===== src/pdmad_pkg.sv =====
// Shared types and constants for the PWM duty meter with averaging DAC output.
// Holds the controller-to-datapath command and status structs and the fixed field codes.
// No dependencies.
package pdmad_pkg;

   // Fixed field widths of the result channel.
   localparam int DUTY_BITS = 7;
   localparam int DAC_BITS  = 10;

   // Every division in the block yields a quotient of at most ten bits.
   localparam int QUOT_BITS = 10;
   localparam int STEP_BITS = 4;

   // Arithmetic constants.
   localparam int DUTY_FULL = 100;

   // Input mode codes.
   localparam logic MODE_EDGE = 1'b0;
   localparam logic MODE_TICK = 1'b1;

   // Result kind codes.
   localparam logic RESULT_DUTY = 1'b0;
   localparam logic RESULT_DAC  = 1'b1;

   typedef struct packed {
      logic edge_first;   // first edge: capture rising time
      logic edge_fall;    // falling edge: capture high time
      logic edge_period;  // closing rising edge: capture period, restart rising time
      logic duty_start;   // check period and high time, start the duty division
      logic div_step;     // one restoring division step
      logic sum_clear;    // start a sweep over the duty ring
      logic sum_step;     // one step of the sweep
      logic avg_load;     // divide the ring sum by the sample count
      logic code_load;    // scale the average to a DAC code
      logic duty_store;   // write the duty to the ring and the result register
      logic tick_out;     // write the DAC code to the result register
   } pdmad_cmd_type;

   typedef struct packed {
      logic period_zero;
      logic high_ge;
      logic div_last;
      logic sum_last;
   } pdmad_sts_type;

endpackage


===== src/pdmad_ram.sv =====
// Generic single-port-write, single-port-read RAM with registered read data.
// No dependencies.
module pdmad_ram #(
   parameter int WIDTH = 8,
   parameter int DEPTH = 16
) (
   input  logic                                  clock,
   input  logic                                  wr_en,
   input  logic [(DEPTH > 1 ? $clog2(DEPTH) : 1)-1:0] wr_addr,
   input  logic [WIDTH-1:0]                      wr_data,
   input  logic [(DEPTH > 1 ? $clog2(DEPTH) : 1)-1:0] rd_addr,
   output logic [WIDTH-1:0]                      rd_data
);

   logic [WIDTH-1:0] mem [DEPTH];
   logic [WIDTH-1:0] rd_data_ff;

   always_ff @(posedge clock) begin
      if (wr_en) begin
         mem[wr_addr] <= wr_data;
      end
      rd_data_ff <= mem[rd_addr];
   end

   assign rd_data = rd_data_ff;

endmodule


===== src/pdmad_dpath.sv =====
// Datapath of the PWM duty meter: edge time registers, duty ring, ten-step
// restoring divider for the duty, ring sum, reciprocal-multiply average and
// DAC scaling, and result register. Depends on pdmad_pkg and pdmad_ram.
module pdmad_dpath #(
   parameter int SAMPLE_COUNT = 10,
   parameter int STAMP_BITS   = 32
) (
   input  logic                      clock,
   input  logic                      reset,
   input  logic [31:0]               req_stamp,
   input  pdmad_pkg::pdmad_cmd_type  cmd,
   output pdmad_pkg::pdmad_sts_type  sts,
   output logic                      rsp_result_kind,
   output logic [6:0]                rsp_duty_percent,
   output logic [9:0]                rsp_dac_code
);
   import pdmad_pkg::*;

   localparam int TAKE_BITS = (STAMP_BITS < 32) ? STAMP_BITS : 32;
   localparam int REM_W     = STAMP_BITS + QUOT_BITS;
   localparam int IDX_W     = (SAMPLE_COUNT > 1) ? $clog2(SAMPLE_COUNT) : 1;
   localparam int CNT_W     = $clog2(SAMPLE_COUNT + 1);
   localparam int SUM_W     = $clog2(SAMPLE_COUNT * DUTY_FULL + 1);

   // Division by a constant through a rounded-up reciprocal; the shift covers the
   // operand width plus the divisor width, which keeps the quotient exact.
   localparam int AVG_SHIFT   = SUM_W + $clog2(SAMPLE_COUNT);
   localparam int AVG_MUL     = ((1 << AVG_SHIFT) + SAMPLE_COUNT - 1) / SAMPLE_COUNT;
   localparam int AVG_MUL_W   = SUM_W + 2;
   localparam int AVG_PROD_W  = SUM_W + AVG_MUL_W;
   localparam int DAC_FULL    = (1 << DAC_BITS) - 1;
   localparam int CODE_X_W    = $clog2(DUTY_FULL * DAC_FULL + 1);
   localparam int CODE_SHIFT  = CODE_X_W + $clog2(DUTY_FULL);
   localparam int CODE_MUL    = ((1 << CODE_SHIFT) + DUTY_FULL - 1) / DUTY_FULL;
   localparam int CODE_MUL_W  = CODE_X_W + 2;
   localparam int CODE_PROD_W = CODE_X_W + CODE_MUL_W;

   logic [STAMP_BITS-1:0] stamp_w;
   logic [STAMP_BITS-1:0] stamp_diff;

   logic [STAMP_BITS-1:0] rising_ff, rising_in;
   logic [STAMP_BITS-1:0] high_ff, high_in;
   logic [STAMP_BITS-1:0] period_ff, period_in;
   logic [REM_W-1:0]      rem_ff, rem_in;
   logic [REM_W-1:0]      dsh_ff, dsh_in;
   logic [QUOT_BITS-1:0]  quot_ff, quot_in;
   logic [STEP_BITS-1:0]  step_ff, step_in;
   logic [SUM_W-1:0]      sum_ff, sum_in;
   logic [CNT_W-1:0]      rd_cnt_ff, rd_cnt_in;
   logic                  rd_pend_ff, rd_pend_in;
   logic                  rd_vld_ff, rd_vld_in;
   logic [SAMPLE_COUNT-1:0] valid_ff, valid_in;
   logic [IDX_W-1:0]      slot_ff, slot_in;
   logic                  kind_ff, kind_in;
   logic [DUTY_BITS-1:0]  duty_ff, duty_in;
   logic [DAC_BITS-1:0]   dac_ff, dac_in;

   logic                  rd_active;
   logic [IDX_W-1:0]      rd_addr;
   logic [DUTY_BITS-1:0]  rd_data;
   logic [REM_W-1:0]      high_x100;
   logic [DUTY_BITS-1:0]  avg;
   logic [AVG_PROD_W-1:0] avg_prod;
   logic [CODE_X_W-1:0]   code_x;
   logic [CODE_PROD_W-1:0] code_prod;

   assign stamp_w    = STAMP_BITS'(req_stamp[TAKE_BITS-1:0]);
   assign stamp_diff = stamp_w - rising_ff;
   assign high_x100  = (REM_W'(high_ff) << 6) + (REM_W'(high_ff) << 5)
                       + (REM_W'(high_ff) << 2);
   assign avg        = quot_ff[DUTY_BITS-1:0];
   assign rd_active  = rd_cnt_ff < CNT_W'(SAMPLE_COUNT);
   assign rd_addr    = rd_active ? rd_cnt_ff[IDX_W-1:0] : '0;

   // avg * 1023 is avg * 1024 - avg.
   assign avg_prod   = AVG_PROD_W'(sum_ff) * AVG_PROD_W'(AVG_MUL);
   assign code_x     = (CODE_X_W'(avg) << DAC_BITS) - CODE_X_W'(avg);
   assign code_prod  = CODE_PROD_W'(code_x) * CODE_PROD_W'(CODE_MUL);

   pdmad_ram #(
      .WIDTH(DUTY_BITS),
      .DEPTH(SAMPLE_COUNT)
   ) u_ring (
      .clock  (clock),
      .wr_en  (cmd.duty_store),
      .wr_addr(slot_ff),
      .wr_data(quot_ff[DUTY_BITS-1:0]),
      .rd_addr(rd_addr),
      .rd_data(rd_data)
   );

   always_comb begin
      rising_in  = rising_ff;
      high_in    = high_ff;
      period_in  = period_ff;
      rem_in     = rem_ff;
      dsh_in     = dsh_ff;
      quot_in    = quot_ff;
      step_in    = step_ff;
      sum_in     = sum_ff;
      rd_cnt_in  = rd_cnt_ff;
      rd_pend_in = 1'b0;
      rd_vld_in  = valid_ff[rd_addr];
      valid_in   = valid_ff;
      slot_in    = slot_ff;
      kind_in    = kind_ff;
      duty_in    = duty_ff;
      dac_in     = dac_ff;

      if (cmd.edge_first) begin
         rising_in = stamp_w;
      end
      if (cmd.edge_fall) begin
         high_in = stamp_diff;
      end
      if (cmd.edge_period) begin
         period_in = stamp_diff;
         rising_in = stamp_w;
      end

      if (cmd.duty_start) begin
         quot_in = '0;
         if (period_ff == '0) begin
            quot_in = '0;
         end else if (high_ff >= period_ff) begin
            quot_in = QUOT_BITS'(DUTY_FULL);
         end else begin
            rem_in  = high_x100;
            dsh_in  = REM_W'(period_ff) << (QUOT_BITS - 1);
            step_in = STEP_BITS'(QUOT_BITS - 1);
         end
      end
      if (cmd.avg_load) begin
         quot_in = QUOT_BITS'(avg_prod >> AVG_SHIFT);
      end
      if (cmd.code_load) begin
         quot_in = QUOT_BITS'(code_prod >> CODE_SHIFT);
      end
      if (cmd.div_step) begin
         if (rem_ff >= dsh_ff) begin
            rem_in  = rem_ff - dsh_ff;
            quot_in = {quot_ff[QUOT_BITS-2:0], 1'b1};
         end else begin
            quot_in = {quot_ff[QUOT_BITS-2:0], 1'b0};
         end
         dsh_in  = dsh_ff >> 1;
         step_in = step_ff - 1'b1;
      end

      // Read data arrives in the cycle after its address; an unwritten entry adds zero.
      if (cmd.sum_clear) begin
         sum_in    = '0;
         rd_cnt_in = '0;
      end
      if (cmd.sum_step) begin
         rd_pend_in = rd_active;
         if (rd_active) begin
            rd_cnt_in = rd_cnt_ff + 1'b1;
         end
         if (rd_pend_ff && rd_vld_ff) begin
            sum_in = sum_ff + SUM_W'(rd_data);
         end
      end

      if (cmd.duty_store) begin
         valid_in[slot_ff] = 1'b1;
         if (slot_ff == IDX_W'(SAMPLE_COUNT - 1)) begin
            slot_in = '0;
         end else begin
            slot_in = slot_ff + 1'b1;
         end
         kind_in = RESULT_DUTY;
         duty_in = quot_ff[DUTY_BITS-1:0];
         dac_in  = '0;
      end
      if (cmd.tick_out) begin
         kind_in = RESULT_DAC;
         duty_in = '0;
         dac_in  = quot_ff;
      end
   end

   always_ff @(posedge clock) begin
      if (reset) begin
         rising_ff  <= '0;
         high_ff    <= '0;
         valid_ff   <= '0;
         slot_ff    <= '0;
         step_ff    <= '0;
         rd_cnt_ff  <= '0;
         rd_pend_ff <= 1'b0;
      end else begin
         rising_ff  <= rising_in;
         high_ff    <= high_in;
         valid_ff   <= valid_in;
         slot_ff    <= slot_in;
         step_ff    <= step_in;
         rd_cnt_ff  <= rd_cnt_in;
         rd_pend_ff <= rd_pend_in;
      end
   end

   always_ff @(posedge clock) begin
      period_ff <= period_in;
      rem_ff    <= rem_in;
      dsh_ff    <= dsh_in;
      quot_ff   <= quot_in;
      sum_ff    <= sum_in;
      rd_vld_ff <= rd_vld_in;
      kind_ff   <= kind_in;
      duty_ff   <= duty_in;
      dac_ff    <= dac_in;
   end

   assign sts.period_zero = (period_ff == '0);
   assign sts.high_ge     = (high_ff >= period_ff);
   assign sts.div_last    = (step_ff == '0);
   assign sts.sum_last    = !rd_active;

   assign rsp_result_kind  = kind_ff;
   assign rsp_duty_percent = duty_ff;
   assign rsp_dac_code     = dac_ff;

endmodule


===== src/pdmad_ctrl.sv =====
// Controller of the PWM duty meter: edge phase tracking, sequencing of the
// datapath and the result channel handshake.
// Depends on pdmad_pkg.
module pdmad_ctrl (
   input  logic                      clock,
   input  logic                      reset,
   input  logic                      req_valid,
   output logic                      req_ready,
   input  logic                      req_mode,
   output logic                      rsp_valid,
   input  logic                      rsp_ready,
   output pdmad_pkg::pdmad_cmd_type  cmd,
   input  pdmad_pkg::pdmad_sts_type  sts
);
   import pdmad_pkg::*;

   typedef enum logic [3:0] {
      ST_IDLE,
      ST_DUTY_CHK,
      ST_DUTY_DIV,
      ST_DUTY_OUT,
      ST_SUM,
      ST_AVG_LOAD,
      ST_CODE_LOAD,
      ST_TICK_OUT
   } state_type;

   typedef enum logic [1:0] {
      PH_NONE,
      PH_RISEN,
      PH_FELL
   } phase_type;

   state_type state_ff, state_in;
   phase_type phase_ff, phase_in;
   logic      rsp_valid_ff, rsp_valid_in;
   logic      out_free;

   assign out_free = !rsp_valid_ff || rsp_ready;

   always_comb begin
      cmd          = '0;
      state_in     = state_ff;
      phase_in     = phase_ff;
      rsp_valid_in = rsp_valid_ff && !rsp_ready;

      case (state_ff)
         ST_IDLE: begin
            if (req_valid) begin
               if (req_mode == MODE_TICK) begin
                  cmd.sum_clear = 1'b1;
                  state_in      = ST_SUM;
               end else begin
                  case (phase_ff)
                     PH_RISEN: begin
                        cmd.edge_fall = 1'b1;
                        phase_in      = PH_FELL;
                     end
                     PH_FELL: begin
                        cmd.edge_period = 1'b1;
                        phase_in        = PH_RISEN;
                        state_in        = ST_DUTY_CHK;
                     end
                     default: begin
                        cmd.edge_first = 1'b1;
                        phase_in       = PH_RISEN;
                     end
                  endcase
               end
            end
         end
         ST_DUTY_CHK: begin
            cmd.duty_start = 1'b1;
            if (sts.period_zero || sts.high_ge) begin
               state_in = ST_DUTY_OUT;
            end else begin
               state_in = ST_DUTY_DIV;
            end
         end
         ST_DUTY_DIV: begin
            cmd.div_step = 1'b1;
            if (sts.div_last) begin
               state_in = ST_DUTY_OUT;
            end
         end
         ST_DUTY_OUT: begin
            if (out_free) begin
               cmd.duty_store = 1'b1;
               rsp_valid_in   = 1'b1;
               state_in       = ST_IDLE;
            end
         end
         ST_SUM: begin
            cmd.sum_step = 1'b1;
            if (sts.sum_last) begin
               state_in = ST_AVG_LOAD;
            end
         end
         ST_AVG_LOAD: begin
            cmd.avg_load = 1'b1;
            state_in     = ST_CODE_LOAD;
         end
         ST_CODE_LOAD: begin
            cmd.code_load = 1'b1;
            state_in      = ST_TICK_OUT;
         end
         ST_TICK_OUT: begin
            if (out_free) begin
               cmd.tick_out = 1'b1;
               rsp_valid_in = 1'b1;
               state_in     = ST_IDLE;
            end
         end
         default: begin
            state_in = ST_IDLE;
         end
      endcase
   end

   always_ff @(posedge clock) begin
      if (reset) begin
         state_ff     <= ST_IDLE;
         phase_ff     <= PH_NONE;
         rsp_valid_ff <= 1'b0;
      end else begin
         state_ff     <= state_in;
         phase_ff     <= phase_in;
         rsp_valid_ff <= rsp_valid_in;
      end
   end

   assign req_ready = (state_ff == ST_IDLE);
   assign rsp_valid = rsp_valid_ff;

`ifndef SYNTHESIS
   // A tick leaves the edge phase alone.
   assert property (@(posedge clock) disable iff (reset)
      (req_valid && req_ready && req_mode == MODE_TICK) |=> $stable(phase_ff))
      else $error("edge phase changed by a tick");

   // An edge that closes a period always starts a duty computation.
   assert property (@(posedge clock) disable iff (reset)
      (req_valid && req_ready && req_mode == MODE_EDGE && phase_ff == PH_FELL)
      |=> (state_ff == ST_DUTY_CHK && phase_ff == PH_RISEN))
      else $error("period edge did not start a duty computation");

   // The result register is only overwritten once its transaction has gone.
   assert property (@(posedge clock) disable iff (reset)
      (cmd.duty_store || cmd.tick_out) |-> (!rsp_valid_ff || rsp_ready))
      else $error("result register overwritten while still pending");

   // A result is only loaded on the way back to idle.
   assert property (@(posedge clock) disable iff (reset)
      (cmd.duty_store || cmd.tick_out) |=> (state_ff == ST_IDLE && rsp_valid_ff))
      else $error("result load did not return to idle with a valid result");
`endif

endmodule


===== src/pwm_duty_meter_averaging_dac_unit.sv =====
// PWM duty meter with a moving-average DAC output. An edge transaction that opens a
// period or marks the falling edge is taken in the idle state alone; an edge that
// closes a period goes through the period check and then straight to the output
// (zero period or saturated duty) or through the ten-step restoring divider for the
// duty first. A tick transaction sweeps the duty ring through its single read port,
// then computes the average and the scaling to the 10-bit code, each in its own
// state and both by reciprocal multiplication. One transaction is worked on at a
// time; a finished result waits until the output register is free to take it, and
// the block then returns to accepting input while that result is offered.
// Depends on pdmad_pkg, pdmad_ctrl, pdmad_dpath and pdmad_ram.
module pwm_duty_meter_averaging_dac_unit #(
   parameter int SAMPLE_COUNT = 10,
   parameter int STAMP_BITS   = 32
) (
   input  logic        clock,
   input  logic        reset,
   input  logic        req_valid,
   output logic        req_ready,
   input  logic        req_mode,
   input  logic [31:0] req_stamp,
   output logic        rsp_valid,
   input  logic        rsp_ready,
   output logic        rsp_result_kind,
   output logic [6:0]  rsp_duty_percent,
   output logic [9:0]  rsp_dac_code
);
   import pdmad_pkg::*;

   pdmad_cmd_type cmd;
   pdmad_sts_type sts;

   pdmad_ctrl u_ctrl (
      .clock    (clock),
      .reset    (reset),
      .req_valid(req_valid),
      .req_ready(req_ready),
      .req_mode (req_mode),
      .rsp_valid(rsp_valid),
      .rsp_ready(rsp_ready),
      .cmd      (cmd),
      .sts      (sts)
   );

   pdmad_dpath #(
      .SAMPLE_COUNT(SAMPLE_COUNT),
      .STAMP_BITS  (STAMP_BITS)
   ) u_dpath (
      .clock           (clock),
      .reset           (reset),
      .req_stamp       (req_stamp),
      .cmd             (cmd),
      .sts             (sts),
      .rsp_result_kind (rsp_result_kind),
      .rsp_duty_percent(rsp_duty_percent),
      .rsp_dac_code    (rsp_dac_code)
   );

endmodule

===== config.mk =====
export PLATFORM = sky130hd
export DESIGN_NAME = pwm_duty_meter_averaging_dac_unit
export DESIGN_NICKNAME = d
export VERILOG_FILES = /design/src/pdmad_pkg.sv /design/src/pdmad_ram.sv /design/src/pdmad_dpath.sv /design/src/pdmad_ctrl.sv /design/src/pwm_duty_meter_averaging_dac_unit.sv
export SDC_FILE = /design/constraint.sdc
export NUM_CORES = 1
export LEC_CHECK = 0
export ABC_AREA = 1
export ABC_CLOCK_PERIOD_IN_PS = 7900
export BUFFER_PORTS_ARGS = -buffer_cell sky130_fd_sc_hd__buf_2
export CAP_MARGIN = 20
export CORE_ASPECT_RATIO = 2
export CORE_MARGIN = 5
export CORE_UTILIZATION = 61
export DETAILED_ROUTE_END_ITERATION = 12
export PLACE_DENSITY = 0.78
export SYNTH_ARGS = -nofsm -noshare
export SYNTH_HDL_FRONTEND = slang
export SYNTH_SLANG_ARGS = --single-unit

===== constraint.sdc =====
create_clock -name clock -period 7.9 [get_ports clock]
set_input_delay 1.185 -clock clock [delete_from_list [all_inputs] [get_ports clock]]
set_output_delay 1.185 -clock clock [all_outputs]
set_load 0.03 [all_outputs]

; ---- Word-level counts from Yosys, hierarchy flattened
; Memories as Yosys holds them, arrays and structs flattened. A register that Yosys moved wholly into a read port is not among the register bits.
; Index checks and enable logic that the tools add are counted.
[op_classes]
mux = 66
n_lt_le_gt_ge = 6
eq_ne = 17
bitwise_logic = 3
multipliers = 2
reduce_logical = 20
add_sub_neg = 9
[ops]
columns = cell, n
row1 = $mux 42, 5
row2 = $mux 41, 3
row3 = $mux 10, 10
row4 = $mux 32, 2
row5 = $mux 4, 15
row6 = $add 42x34->42, 1
row7 = $ge 42x41->1, 1
row8 = $sub 42x41->42, 1
row9 = $mux 40, 1
row10 = $add 38x37->39, 1
row11 = $mul 17x18->34 const B, 1
row12 = $ge 32x32->1, 1
row13 = $logic_not 32->1, 1
row14 = $sub 32x32->32, 1
row15 = $pmux 4 s7, 1
row16 = $mux 1, 22
row17 = $mul 10x11->21 const B, 1
row18 = $sub 17x7->17, 1
row19 = $eq 4x3->1 const B, 4
row20 = $add 10x7->10, 1
row21 = $lt 4x5->1 const B, 2
row22 = $ne 2x2->1 const B, 5
row23 = $or 10x10->10, 1
row24 = $mux 3, 3
row25 = 25 further kinds, 38
[totals]
regBits = 248
mem_bits_rw = 70
input_bits = 37
memories = 1
elab_cells = 144
[memory_table]
columns = memory, depth, width, read_ports, rd_ports_with_merged_regs, write_ports, line_no
row1 = u_dpath.u_ring.mem, 10, 7, 1, 1, 1, pdmad_ram.sv:15  ; logic [WIDTH-1:0] mem [DEPTH];

; ---- Logic depth before layout (Yosys ltp)
[logic_depth]
word_depth = 8
mapped_depth = 37
depth_no_buf = 36

; ---- Modules after synthesis
; Synthesis repeated with hierarchy kept, for this count alone.
[hier_totals]
cells_unflattened = 4148
area_unflattened_um2 = 30384.1
[by_module_without_submodules]
columns = mod, cells_each, area_per_inst_um2, n_inst
row1 = pdmad_dpath, 3786, 26764.4, 1
row2 = pdmad_ram, 296, 3184.3, 1
row3 = pdmad_ctrl, 66, 435.4, 1

; ---- Worst setup path after synthesis
; Ideal clock, no wire load.
[synth_path]
path_type = reg-to-reg
from = reg u_dpath.quot_ff[0]
to = reg u_dpath.quot_ff[9], data pin
n_path_buf = 1
setup_slack_ps = 1001
period_less_slack_ps = 6899
setup_time_ps = 256
arrival_ps = 6643
stages_incl_launch_ff = 29
required_time_ps = 7644
path_cell_list = edfxtp_1 buf_6 inv_1 ha_1 inv_1 nor2_1 inv_1 nor2_2 inv_1 nor2_1 xor2_1 fa_1 fa_1 fa_1 fa_1 fa_1 inv_1 fa_1 inv_1 ha_1 a21o_1 a21oi_1 o21ai_0 a31oi_1 nand2_1 a21oi_1 a21oi_1 o21ai_1 nand2_1
[synth_between]
elab_chain_cells = 4
[synth_lines]
columns = item, line_no
row1 = "start, declared", pdmad_dpath.sv:46  ; logic [QUOT_BITS-1:0] quot_ff, quot_in;
row2 = "start signal, assigned", pdmad_dpath.sv:207  ; quot_ff <= quot_in;
row3 = $sub 17x7->17, pdmad_dpath.sv:77  ; assign code_x = (CODE_X_W'(avg) << DAC_BITS) - CODE_X_W'(avg);
row4 = $mul 17x18->34, pdmad_dpath.sv:78  ; assign code_prod = CODE_PROD_W'(code_x) * CODE_PROD_W'(CODE_MUL);
row5 = $mux 10, pdmad_dpath.sv:136  ; if (cmd.code_load) begin
row6 = $mux 10, pdmad_dpath.sv:139  ; if (cmd.div_step) begin
row7 = via u_dpath.quot_in[9], pdmad_dpath.sv:46
; The timed path passes the listed nets, and every way through them passes these cells.
; A chain may end at the register's enable or synchronous reset.

; ---- Worst setup path in the final report
[layout_path]
from = reg u_dpath.quot_ff[1]
to = reg u_dpath.quot_ff[9], data pin
; Same word-level chain as after synthesis.

==> results.toml <==
[detailed_routing]
routed_wl_um = 91340
vias = 26660
drc = 0
first_pass_iters = 5
first_iter_violations = 1582
via_per_inst = 5.719
ant_nets = 0
post_drt_wl_per_cell_um = 19.60

[synth]
yosysUniqueCellTypes = 56
synth.cell_area_um2 = 29810
yosys_warnings = 0
async_flop_share_pct = 0
muxShareOfSynthArea_pct = 0.03358
synth_xor_area_share_pct = 3.849
synth_top_family_by_area = "adder cells"
postSynthAreaPerCell_um2 = 7.561
synth_edf_count = 163
synth_fp_nets = 4494
yosys_most_used_dff = "edfxtp_1"
yosys_register_bits = 324
synthCells = 3943
synth_compound_area_share_pct = 14.18
synth_seq_area_share_pct = 27.23
synth_simple_gate_area_share_pct = 19.49
synthAdderAreaFrac_pct = 25.02

[cells_and_area]
nets = 4550
drive_gt1_share_pct = 4.897
area_delta_synth_final_pct = 6.963
layout_commonest_cell = "nand2_1"
final_cell_mix = "nand2_1 (723), inv_1 (713), nor2_1 (424), ha_1 (377), o21ai_0 (278)"
num_antenna_cells = 0

[worst_setup_path]
critPathCaptureType = "register"
critical_path_class = "register to register"
cp-startpoint = "u_dpath.quot_ff[1]"
r2r.worst_path.cells = 31
rrSetupSlack_ps = 740
cp.required_ps = 8280
r2r_end = "u_dpath.quot_ff[9]"
crit_path_frequent_cell = "inv_1"
reg2reg_from = "u_dpath.quot_ff[1]"
crit_slowest_cell = "fa_1"
arrival_ps = 7530
worstPathMaxFanout = 6
crit_path_start_kind = "register"
critPathMaxStageDelay_ps = 550

[clocking]
insertion_delay_ps = 630
cts-htree-levels = 1
cts_resized = 0
numCtsBuffers = 30
cts-root-buf = "clkbuf_16"
cts_tree = "yes"
path_clk_slew_ps = 70
ctsHoldBuffers = 0
clkSinkCount = 324
clk_path_buf_depth = 3
postCtsSetupRepairBufs = 0

[hold_path]
hp-start = "u_dpath.rising_ff[13]"
min_path_cells = 2
hold_path.class = "register to register"
whs_endpoint = "u_dpath.rising_ff[13]"

[die]
row_count = 114
die_w_um = 166.3
core_area_um2 = 48350
start_util_pct = 61.65
io_pins = 57
die_y_um = 322.6
die_area_um2 = 53660

[status]
status = "completed"

[place]
port_buffers = 56
dp_hpwl_um = 75910
gp_congestion = 1.016

[timing]
finalSetupViolCount = 0
finClkSkew_ps = 27.20
hold_viol_final = 0
min_period_ps = 7157
fmax_ghz = 0.1397
finalCritPeriodShare_pct = 90.59
slew_headroom_pct = 30.82
setup_tns_ps = 0
rsz0062_at_grt = "false"
worstMarginPinSlew_ps = 1037
slew_viol_final = 0

[global_routing]
gr-total-overflow = 0
grt_pass1_vias = 27420
grt_pass1_wl_um = 143600
grt_usage_pct = 33.90
antenna_found_initial = 2
grt_max_degree = 65

[job]
drv_cap = 0
==> logic make-up after synthesis <==
| logic type | Yosys count |
|---|---|
| XOR/XNOR | 131 |
| multiplexers | 1 |
| adder cells (fa/ha/maj) | 514 |
| AND/OR/NAND/NOR | 1414 |
| buffers and inverters | 795 |
| AO/OA/AOI/OAI | 764 |
| flip-flops | 324 |
==> metrics by stage <==
stage | setup slack, ps | cell area [um^2] | cells | utilization (%) | hold slack [ps]
finish | 743.2 | 31890 | 4661 | 65.94 | 459.3
global route | 206.7 | 31890 | 4661 | 65.94 | 483.7
CTS | 859.3 | 31860 | 4660 | 65.89 | 461.9
detailed placement | 861.3 | 30840 | 4604 | 63.78 | 447.2
global placement | 964.1 | 30840 | 4604 | 63.78 | 442.7
floorplan | 1001 | 29810 | 3943 | - | 433.1
==> area by class of cell <==
cell class / instances / area (um^2)
Sequential cell: 324 / 8118
Inverter: 736 / 2763
Timing Repair Buffer: 83 / 503.0
Clock buffer: 34 / 785.8
Tap cell: 638 / 798.3
Fill cell: 4385 / 16470
Multi-Input combinational cell: 2824 / 18690
Clock inverter: 22 / 232.7
==> state kept, by name (all words and copies together), names as in the netlist, 2 cells and up <==
name,flops
u_ctrl.phase_ff,2
u_ctrl.state_ff,3
u_dpath.dsh_ff,41
u_dpath.high_ff,32
u_dpath.period_ff,32
u_dpath.quot_ff,10
u_dpath.rd_cnt_ff,4
u_dpath.rem_ff,42
u_dpath.rising_ff,32
u_dpath.rsp_dac_code,10
u_dpath.rsp_duty_percent,7
u_dpath.slot_ff,4
u_dpath.step_ff,4
u_dpath.sum_ff,10
u_dpath.u_ring.mem,70
u_dpath.u_ring.rd_data,7
u_dpath.valid_ff,10
==> cells in the mapped netlist (21+ instances only) <==
cell type,n,area (um^2)
nor3_1,34,170.2
nor2_1,426,1599
o211ai_1,21,157.7
nand2_1,723,2714
inv_1,713,2676
nand4_1,35,219.0
fa_1,137,2743
edfxtp_1,163,4895
clkbuf_1,36,135.1
o21bai_1,21,157.7
a21o_1,35,262.8
xnor2_1,53,464.2
nand3_1,136,680.7
xor2_1,78,683.2
a31oi_1,37,231.5
dfxtp_1,161,3223
ha_1,377,4717
o21ai_1,43,215.2
a21oi_1,265,1326
o21ai_0,278,1391
==> worst max-delay path: cells and delay by family, from the launching register on <==
family,cells,cell delay (ps)
AO/OA/AOI/OAI,7,1120
buffers and inverters,9,820
adder cells (fa/ha/maj),9,3880
flip-flops,1,400
AND/OR/NAND/NOR,6,710
==> worst max-delay path by stage <==
stage          cells past startpoint                  to  slack (ps)
2_1_floorplan                     28  u_dpath.quot_ff[9]        1000
3_3_place_gp                      29  u_dpath.quot_ff[9]         960
3_5_place_dp                      31  u_dpath.quot_ff[9]         860
4_1_cts                           31  u_dpath.quot_ff[9]         860
5_1_grt                           31  u_dpath.quot_ff[9]         210
6_report                          31  u_dpath.quot_ff[9]         740
==> metal layers <==
metal / track usage [%] / vias up / share of wire (%)
met1: 32.81 / 12480 / 33
li1: - / 12960 / -
met3: 2.440 / 380 / 3.7
met2: 66.38 / 830 / 54
met4: 25.06 / 0 / 9.3
met5: 0 / - / 0
Power is not shown: default switching activity piles up to over one toggle a cycle in this logic, so the estimate is an artifact.
